File: src/hdl/opm_pkg.sv
// Shared types, codes and defaults of the obstacle point memory.
`default_nettype none
package opm_pkg;

   localparam int MAX_ENTRIES_DEF = 64;
   localparam int MAX_ZONES_DEF   = 8;
   localparam int ROBOT_SLOTS_DEF = 4;

   // Request modes.
   localparam logic [2:0] MODE_DETECT = 3'd0;
   localparam logic [2:0] MODE_POSE   = 3'd1;
   localparam logic [2:0] MODE_ZONE   = 3'd2;
   localparam logic [2:0] MODE_EXPIRE = 3'd3;
   localparam logic [2:0] MODE_CLEAR  = 3'd4;

   // Response status codes.
   localparam logic [2:0] ST_STORED  = 3'd0;
   localparam logic [2:0] ST_REFRESH = 3'd1;
   localparam logic [2:0] ST_IN_ZONE = 3'd2;
   localparam logic [2:0] ST_NEAR    = 3'd3;
   localparam logic [2:0] ST_FULL    = 3'd4;
   localparam logic [2:0] ST_DONE    = 3'd5;
   localparam logic [2:0] ST_BOUNDS  = 3'd6;

   // Register indexes.
   localparam logic [2:0] REG_SELF_ID  = 3'd0;
   localparam logic [2:0] REG_LIFESPAN = 3'd1;
   localparam logic [2:0] REG_MARGIN   = 3'd2;
   localparam logic [2:0] REG_ZONES    = 3'd3;
   localparam logic [2:0] REG_DUP_RAD  = 3'd4;
   localparam logic [2:0] REG_ROB_RAD  = 3'd5;

   // Register reset values.
   localparam logic [2:0]  SELF_ID_RST  = 3'd1;
   localparam logic [15:0] LIFESPAN_RST = 16'd5000;
   localparam logic [10:0] MARGIN_RST   = 11'd250;
   localparam logic [3:0]  ZONES_RST    = 4'd0;
   localparam logic [9:0]  DUP_RAD_RST  = 10'd75;
   localparam logic [9:0]  ROB_RAD_RST  = 10'd100;

   // Table write data sources.
   localparam logic [1:0] WR_ITEM    = 2'd0;
   localparam logic [1:0] WR_REFRESH = 2'd1;
   localparam logic [1:0] WR_COPY    = 2'd2;

   typedef struct packed {
      logic [15:0] x;
      logic [15:0] y;
      logic [31:0] seen;
   } entry_type;

   typedef struct packed {
      logic       load;
      logic       bounds_clr;
      logic       sq_go;
      logic       sq_mem;
      logic       exec;
      logic       mem_rd;
      logic       mem_we;
      logic [1:0] wr_src;
      logic       append;
      logic       set_total;
      logic       bounds_upd;
      logic       rsp_load;
   } cmd_type;

   typedef struct packed {
      logic zone_hit;
      logic near;
      logic dup_hit;
      logic keep;
   } stat_type;

endpackage
`default_nettype wire

File: src/hdl/opm_ctrl.sv
// Controller: sequences checks, table walks and the response handshake.
`default_nettype none
module opm_ctrl
   import opm_pkg::*;
#(
   parameter int MAX_ENTRIES = MAX_ENTRIES_DEF,
   parameter int ROBOT_SLOTS = ROBOT_SLOTS_DEF,
   localparam int IDX_W = $clog2(MAX_ENTRIES),
   localparam int CNT_W = $clog2(MAX_ENTRIES + 1),
   localparam int RB_W  = $clog2(ROBOT_SLOTS)
)(
   input  wire logic             clock,
   input  wire logic             reset,
   input  wire logic             req_valid,
   output      logic             req_ready,
   output      logic             rsp_valid,
   input  wire logic             rsp_ready,
   input  wire logic [2:0]       req_mode,
   input  wire stat_type         stat,
   input  wire logic [CNT_W-1:0] total,
   output      cmd_type          cmd,
   output      logic [IDX_W-1:0] rd_addr,
   output      logic [IDX_W-1:0] wr_addr,
   output      logic [CNT_W-1:0] total_val,
   output      logic [RB_W-1:0]  robot_sel,
   output      logic [2:0]       rsp_code
);

   localparam logic [3:0] S_IDLE = 4'd0;
   localparam logic [3:0] S_ZONE = 4'd1;
   localparam logic [3:0] S_RSQ  = 4'd2;
   localparam logic [3:0] S_RCMP = 4'd3;
   localparam logic [3:0] S_DRD  = 4'd4;
   localparam logic [3:0] S_DSQ  = 4'd5;
   localparam logic [3:0] S_DCMP = 4'd6;
   localparam logic [3:0] S_APP  = 4'd7;
   localparam logic [3:0] S_EXEC = 4'd8;
   localparam logic [3:0] S_ERD  = 4'd9;
   localparam logic [3:0] S_ECHK = 4'd10;
   localparam logic [3:0] S_FIN  = 4'd11;
   localparam logic [3:0] S_RESP = 4'd12;

   logic [3:0]       state_ff, state_in;
   logic [IDX_W-1:0] idx_ff, idx_in;
   logic [CNT_W-1:0] kept_ff, kept_in;
   logic [RB_W-1:0]  robot_ff, robot_in;
   logic [2:0]       code_ff, code_in;
   logic             last;
   logic             accept;

   assign last      = (CNT_W'(idx_ff) + CNT_W'(1)) == total;
   assign req_ready = state_ff == S_IDLE;
   assign rsp_valid = state_ff == S_RESP;
   assign accept    = req_valid && req_ready;
   assign rd_addr   = idx_ff;
   assign robot_sel = robot_ff;
   assign rsp_code  = code_ff;

   always_comb begin
      state_in  = state_ff;
      idx_in    = idx_ff;
      kept_in   = kept_ff;
      robot_in  = robot_ff;
      code_in   = code_ff;
      cmd       = '0;
      wr_addr   = idx_ff;
      total_val = '0;
      case (state_ff)
         S_IDLE: begin
            if (accept) begin
               cmd.load       = 1'b1;
               cmd.bounds_clr = 1'b1;
               idx_in         = '0;
               kept_in        = '0;
               robot_in       = '0;
               code_in        = ST_DONE;
               case (req_mode)
                  MODE_DETECT: state_in = S_ZONE;
                  MODE_EXPIRE: begin
                     code_in = ST_BOUNDS;
                     if (total == '0) state_in = S_FIN;
                     else state_in = S_ERD;
                  end
                  MODE_CLEAR: begin
                     cmd.set_total = 1'b1;
                     state_in      = S_FIN;
                  end
                  default: state_in = S_EXEC;
               endcase
            end
         end
         S_ZONE: begin
            if (stat.zone_hit) begin
               code_in  = ST_IN_ZONE;
               state_in = S_FIN;
            end else begin
               state_in = S_RSQ;
            end
         end
         S_RSQ: begin
            cmd.sq_go = 1'b1;
            state_in  = S_RCMP;
         end
         S_RCMP: begin
            if (stat.near) begin
               code_in  = ST_NEAR;
               state_in = S_FIN;
            end else if (int'(robot_ff) == ROBOT_SLOTS - 1) begin
               if (total == '0) state_in = S_APP;
               else state_in = S_DRD;
            end else begin
               robot_in = robot_ff + RB_W'(1);
               state_in = S_RSQ;
            end
         end
         S_DRD: begin
            cmd.mem_rd = 1'b1;
            state_in   = S_DSQ;
         end
         S_DSQ: begin
            cmd.sq_go  = 1'b1;
            cmd.sq_mem = 1'b1;
            state_in   = S_DCMP;
         end
         S_DCMP: begin
            if (stat.dup_hit) begin
               cmd.mem_we = 1'b1;
               cmd.wr_src = WR_REFRESH;
               code_in    = ST_REFRESH;
               state_in   = S_FIN;
            end else if (last) begin
               state_in = S_APP;
            end else begin
               idx_in   = idx_ff + IDX_W'(1);
               state_in = S_DRD;
            end
         end
         S_APP: begin
            if (int'(total) >= MAX_ENTRIES) begin
               code_in = ST_FULL;
            end else begin
               cmd.mem_we = 1'b1;
               cmd.wr_src = WR_ITEM;
               cmd.append = 1'b1;
               wr_addr    = total[IDX_W-1:0];
               code_in    = ST_STORED;
            end
            state_in = S_FIN;
         end
         S_EXEC: begin
            cmd.exec = 1'b1;
            state_in = S_FIN;
         end
         S_ERD: begin
            cmd.mem_rd = 1'b1;
            state_in   = S_ECHK;
         end
         S_ECHK: begin
            wr_addr = kept_ff[IDX_W-1:0];
            if (stat.keep) begin
               cmd.mem_we     = 1'b1;
               cmd.wr_src     = WR_COPY;
               cmd.bounds_upd = 1'b1;
               kept_in        = kept_ff + CNT_W'(1);
            end
            if (last) begin
               cmd.set_total = 1'b1;
               total_val     = kept_in;
               state_in      = S_FIN;
            end else begin
               idx_in   = idx_ff + IDX_W'(1);
               state_in = S_ERD;
            end
         end
         S_FIN: begin
            cmd.rsp_load = 1'b1;
            state_in     = S_RESP;
         end
         S_RESP: begin
            if (rsp_ready) state_in = S_IDLE;
         end
         default: state_in = S_IDLE;
      endcase
   end

   always_ff @(posedge clock) begin
      if (reset) begin
         state_ff <= S_IDLE;
         idx_ff   <= '0;
         kept_ff  <= '0;
         robot_ff <= '0;
         code_ff  <= ST_DONE;
      end else begin
         state_ff <= state_in;
         idx_ff   <= idx_in;
         kept_ff  <= kept_in;
         robot_ff <= robot_in;
         code_ff  <= code_in;
      end
   end

endmodule
`default_nettype wire

File: config.mk
export PLATFORM = sky130hd
export DESIGN_NAME = opm_ctrl
export DESIGN_NICKNAME = d
export VERILOG_FILES = /design/src/hdl/opm_pkg.sv /design/src/hdl/opm_ctrl.sv
export SDC_FILE = /design/constraint.sdc
export NUM_CORES = 1
export LEC_CHECK = 0
export BUFFER_PORTS_ARGS = -buffer_cell sky130_fd_sc_hd__buf_2
export CAP_MARGIN = 10
export CORE_ASPECT_RATIO = 0.6
export CORE_UTILIZATION = 47
export DETAILED_ROUTE_END_ITERATION = 16
export PLACE_DENSITY = 0.8
export SETUP_SLACK_MARGIN = 0.3
export SLEW_MARGIN = 40
export SYNTH_ARGS = -nofsm -noshare
export SYNTH_HDL_FRONTEND = slang
export SYNTH_SLANG_ARGS = --single-unit
File: constraint.sdc
create_clock -name clock -period 1.9 [get_ports clock]
set_input_delay 0.38 -clock clock [delete_from_list [all_inputs] [get_ports clock]]
set_output_delay 0.38 -clock clock [all_outputs]
set_load 0.005 [all_outputs]
==> results, run 1 <==
- The post-synthesis cell type with the largest combined area is dfxtp_1.
- In this run the core area contains 17 standard-cell rows.
- The tool reported: "[ERROR DPL-0038] Utilization greater than 100%, impossible to legalize".
- In the post-synthesis netlist, the biggest area contributors are dfxtp_1, nor2_1, nand2_1, xnor2_1, o211ai_1.
- The share of synthesized flip-flops with an asynchronous set or reset is 0%.
- In this run, distinct cell masters in the synthesized netlist total 54.
- Yosys instantiated no cell more often than nor2_1.
- The share of synthesized area occupied by flip-flops and latches is 22.4%.
- In this run the tool buffered the top-level ports with 56 buffer cells.
- In the synthesized netlist, the cells that appear most often are nor2_1, nand2_1, dfxtp_1.
- The total CTS buffers is 3.
- Once global-route timing repair stopped, the endpoint with the least setup slack was total_val[3].
- The dominant synthesized flop cell is dfxtp_1.
- The number of flops mapped to enable cells by yosys is 0.
- The root buffer cell is clkbuf_8.
- The largest buffer count on any clock path is 2.
- The Yosys step of the flow raised 0 warnings.
- The number of nets handed over by synthesis was 305.
- The cell area that synthesis handed to floorplanning was 1970 sq um.
- The failing step is global routing.
- Counting every sink on the clock net gives 22.
- Entering global routing, the biggest net connects 21 pins.
- The number of synthesized register bits is 22.
- The floorplan step set the die width to 85.5 microns.
- From bottom edge to top edge, the die measures 52.1 microns.
- The level count of the clock H-tree is 1.
- Dividing the synthesized area by the synthesized cell count gives 6.93 sq um.
- The share of the synthesized area in the top cell type is 22.4%.
- After the last repair the worst path ends at a primary output.
- The initial cell density of the core is 51.4%.
- The half-perimeter wire length after detailed placement is 4930 microns.
- The number of buffers inserted for hold repair after clock tree synthesis is 0.
- Routability-driven placement finished with a final weighted congestion of 0.982.
- For this design the top-level I/O count stands at 57.
- Synthesis produced a netlist whose cell count is 284.
- In this run, placement finished with an instance count of 420.
- The run stopped with a tool error.
## per-stage QoR
stage	setup slack [ns]	instance area (sq um)	utilization [%]
CTS	-0.349	3360	87.8
floorplan	0.0149	2140	-
detailed placement	-0.130	2740	71.5
global placement	-0.0868	2740	71.5
## cell families after synthesis
kind of cell	synth area share [%]
AOI/OAI and AO/OA	24.2
xor gates and xnor gates	6.23
buffers and inverters	6.36
muxes	3.63
DFF	22.4
and+or+nand+nor	35.2
adders and majority gates	1.91
## repair_timing
item	4_1_cts
pin swaps	31
gates resized for setup	76
endpoints found under the setup margin	49
setup buffers	28
gates cloned	1
endpoints found under the hold margin	0
==> run 2: changes to the inputs <==
--- a/config.mk
+++ b/config.mk
@@ -7,11 +7,9 @@
 export LEC_CHECK = 0
 export BUFFER_PORTS_ARGS = -buffer_cell sky130_fd_sc_hd__buf_2
 export CAP_MARGIN = 10
-export CORE_ASPECT_RATIO = 0.6
-export CORE_UTILIZATION = 47
+export CORE_UTILIZATION = 35
 export DETAILED_ROUTE_END_ITERATION = 16
-export PLACE_DENSITY = 0.8
-export SETUP_SLACK_MARGIN = 0.3
+export PLACE_DENSITY_LB_ADDON = 0.15
 export SLEW_MARGIN = 40
 export SYNTH_ARGS = -nofsm -noshare
 export SYNTH_HDL_FRONTEND = slang
==> constraint.sdc (replaced) <==
create_clock -name clock -period 2.5 [get_ports clock]
set_input_delay 0.5 -clock clock [delete_from_list [all_inputs] [get_ports clock]]
set_output_delay 0.5 -clock clock [all_outputs]
set_load 0.005 [all_outputs]
==> results, run 2 <==
- Clock-pin slew was measured on the worst setup and hold paths at 0.09 ns.
- The number of detailed-routing iterations run before antenna repair is 5.
- The met2 track utilization from global routing is 32.1%.
- The number of max-slew violations in the final report is 0.
- No sink is reached through more buffers than the 2 on the longest clock path.
- Of all cell types, the one taking the most synthesized area is dfxtp_1.
- The DRC violation count after routing is 0.
- The fill cell instance count of the final layout is 585.
- The register name with the most flops is kept_ff.
- In this run the count of I/O pins placed on the die edge is 57.
- The worst setup path is captured at an output pin.
- At the end of the flow, the number of nets in the layout was 363.
- The post-layout total power is 0.00168 W.
- The total CTS buffers is 3.
- Global routing used 28.9% of the available met1 tracks.
- The post-route minimum period is 2.48 ns.
- In this run the power density over the cells is 674 nW/um^2.
- The number of vias per cell after detailed routing is 5.43.
- Walking the worst path, the cells encountered are ha_4 > nand4_1 > xor2_1 > o211a_1 > o221a_4 > nand2_4 > o21ai_0 > buf_2.
- The run finished with clean final reports.
- The floorplan step defined a die boundary enclosing 5920 sq um.
- The clock drives 22 sinks.
- Final hold analysis gives a worst-case slack of 0.463 ns.
- The number of failing hold endpoints at the final stage is 0.
- The max-slew headroom at the worst pin is 60.5%.
- The cell with the largest stage delay on the worst path is dfxtp_4.
- The count of antenna-violating nets left after detailed routing is 0.
- The post-placement worst setup slack is -0.0425 ns.
- The average wire per standard cell is 14.5 microns.
- The transition time at the pin with the least slew margin is 0.592 ns.
- Once layout is complete, the utilization of the core stands at 47.3%.
- The floorplan step set the die width to 77.0 microns.
- The setup TNS is 0 ns.
- The share of synthesized area occupied by flip-flops and latches is 22.4%.
- The leakage power is 1.10 nW.
- The share of synthesized flip-flops with an asynchronous set or reset is 0%.
- By count the netlist is led by nor2_1, nand2_1, dfxtp_1.
- The number of nets handed over by synthesis was 305.
- The met3 usage in global routing is 2.62%.
- The clock reaches the later pin of the worst-skew pair after 0.27 ns.
- The total global-route track usage is 20.1%.
- The summed instance area of the synthesized netlist is 1970 sq um.
- In the layout the commonest cells are buf_2, nor2_1, nand2_1, dfxtp_1, o21ai_0.
- For this run the aggregate overflow at the end of global routing stands at 0.
- Once the floorplan was initialized, standard cells occupied 37.3% of the core.
- The top achievable clock speed is 0.403 GHz.
- The share of final-layout standard cells stronger than drive strength 1 is 27.3%.
- After legalization and detailed placement, the total HPWL measured 4570 microns.
- Leaving out fill and tap cells, the most frequent cell in the layout is buf_2.
- The share of the synthesized area in the top cell type is 22.4%.
- 0 antenna diodes ended up in the layout.
- The count of buffers added on input and output ports is 56.
- The largest stage delay on the critical path is 0.40 ns.
- TritonCTS built the clock tree.
- Summing over every cut layer, the via total after detailed routing is 2,233.
- The number of global-route vias before repair was 1,925.
- The area growth from synthesis to layout is 26.8%.
- The number of DRC markers after the initial detailed-route iteration is 170.
- The most common cell in the synthesized netlist is nor2_1.
- The final-report setup violation count is 0.
- The synthesized design contains 22 register bits.
- The peak-usage layer in the global routing report is met2.
- Sorting the synthesized cells by area gives the leading types as dfxtp_1, nor2_1, nand2_1, xnor2_1, o211ai_1.
- For this run, the number of Yosys warnings is 0.
- The gate count after technology mapping is 284.
- The startpoint class of the critical path is a flop.
- The worst setup path is of the reg2out kind.
- Between clock sinks in the finished design, the worst skew comes to 0.00151 ns.
- The number of standard-cell rows in the floorplan is 26.
- The congestion estimate from routability-driven global placement came to 0.871.
- The worst ir drop on vdd is 0.313 mV.
- The tree is rooted in a clkbuf_8.
- The dominant synthesized flop cell is dfxtp_1.
- The classification of the worst-slack hold path is reg2reg.
- The placeable core region is 5270 sq um.
- CTS built an H-tree with a depth of 1.
- In this run the vertical extent of the chip is 77.0 microns.
- The number of flip-flops under the largest register name is 7.
- The data required time at the worst endpoint is 2.00 ns.
- The initial antenna violation count came to 0.
- The final worst slack is 0.0213 ns.
- The number of different library cells used by synthesis comes to 54.
- The number of max-cap violations is 0.
- The share of the cycle needed by the critical path after routing is 99.1%.
- The largest fanout on the critical path is 8.
- Wires add up to 5960 microns.
- Setup repair after global routing could not meet its margin everywhere.
- Entering global routing, the biggest net connects 22 pins.
- The worst endpoint data arrival time is 1.98 ns.
- The number of flops mapped to enable cells by yosys is 0.
- Each instance of the synthesized netlist takes up on average 6.93 sq um.
- The global-route wire length before repair is 9650 microns.
-- run 2: final timing paths --
| check | startpoint | endpoint | slack, ns | depth (start not counted) |
|---|---|---|---|---|
| worst max register to register | rd_addr[1] | rd_addr[3] | 0.44 | 8 |
| worst min-delay path | rsp_code[0] | rsp_code[0] | 0.46 | 1 |
| worst max-delay path | rd_addr[1] | cmd[2] | 0.02 | 8 |
| worst min register to register | rsp_code[0] | rsp_code[0] | 0.46 | 1 |
-- run 2: kinds of logic (layout without fill, tap and decap cells) --
kind of cell / count (synthesis) / in the layout / share of synthesized area, %
mux: 7 / 7 / 3.63
compound gates: 66 / 66 / 24.2
xor+xnor: 14 / 14 / 6.23
simple gates: 144 / 144 / 35.2
buf+inv: 28 / 85 / 6.36
fa+ha+maj: 3 / 3 / 1.91
flops: 22 / 22 / 22.4
-- run 2: critical path: cells and delay by family, from the launching register on --
family	cells	cell delay (ns)
adder cells (fa/ha/maj)	1	0.18
buffers and inverters	1	0.14
flip-flops	1	0.40
XOR/XNOR	1	0.17
AO/OA/AOI/OAI	3	0.56
AND/OR/NAND/NOR	2	0.26
-- run 2: stage by stage --
step	area [sq um]	std cells
after floorplan	1970	284
after global placement	2360	407
after detailed placement	2360	407
after CTS	2470	411
after global routing	2490	411
final	2490	411
-- run 2: area by class of cell --
cell class | count | area (sq um) | area share, %
timing repair buffer | 71 | 397 | 15.9
clock inverter | 1 | 30.0 | 1.20
tap | 70 | 87.6 | 3.51
multi-input combinational | 234 | 1450 | 58.3
clock buffer | 3 | 41.3 | 1.66
sequential | 22 | 448 | 18.0
inverter | 10 | 37.5 | 1.51
-- run 2: per-layer routing --
metal / part of all wire (%) / wire (microns)
met5: 0 / 0
met4: 0.47 / 28
met3: 5.1 / 302
met2: 46 / 2770
met1: 48 / 2860
-- run 2: what timing repair did --
action                     4_1_cts  5_1_grt
buffers inserted                 0        0
resized for setup                8        6
gates cloned                     0        0
setup endpoints to repair        8        8
hold buffers                     0        0
pin swaps                        0        2
-- run 2: report_power, final --
group	switching [W]	internal (W)	leakage, nW	total [W]
registers	0.0000544	0.000391	0.180	0.000445
clock network	0.000130	0.000214	0.0357	0.000344
logic	0.000528	0.000364	0.883	0.000892
total	0.000713	0.000969	1.10	0.00168
Note: power is estimated with default switching activity, not from simulation.
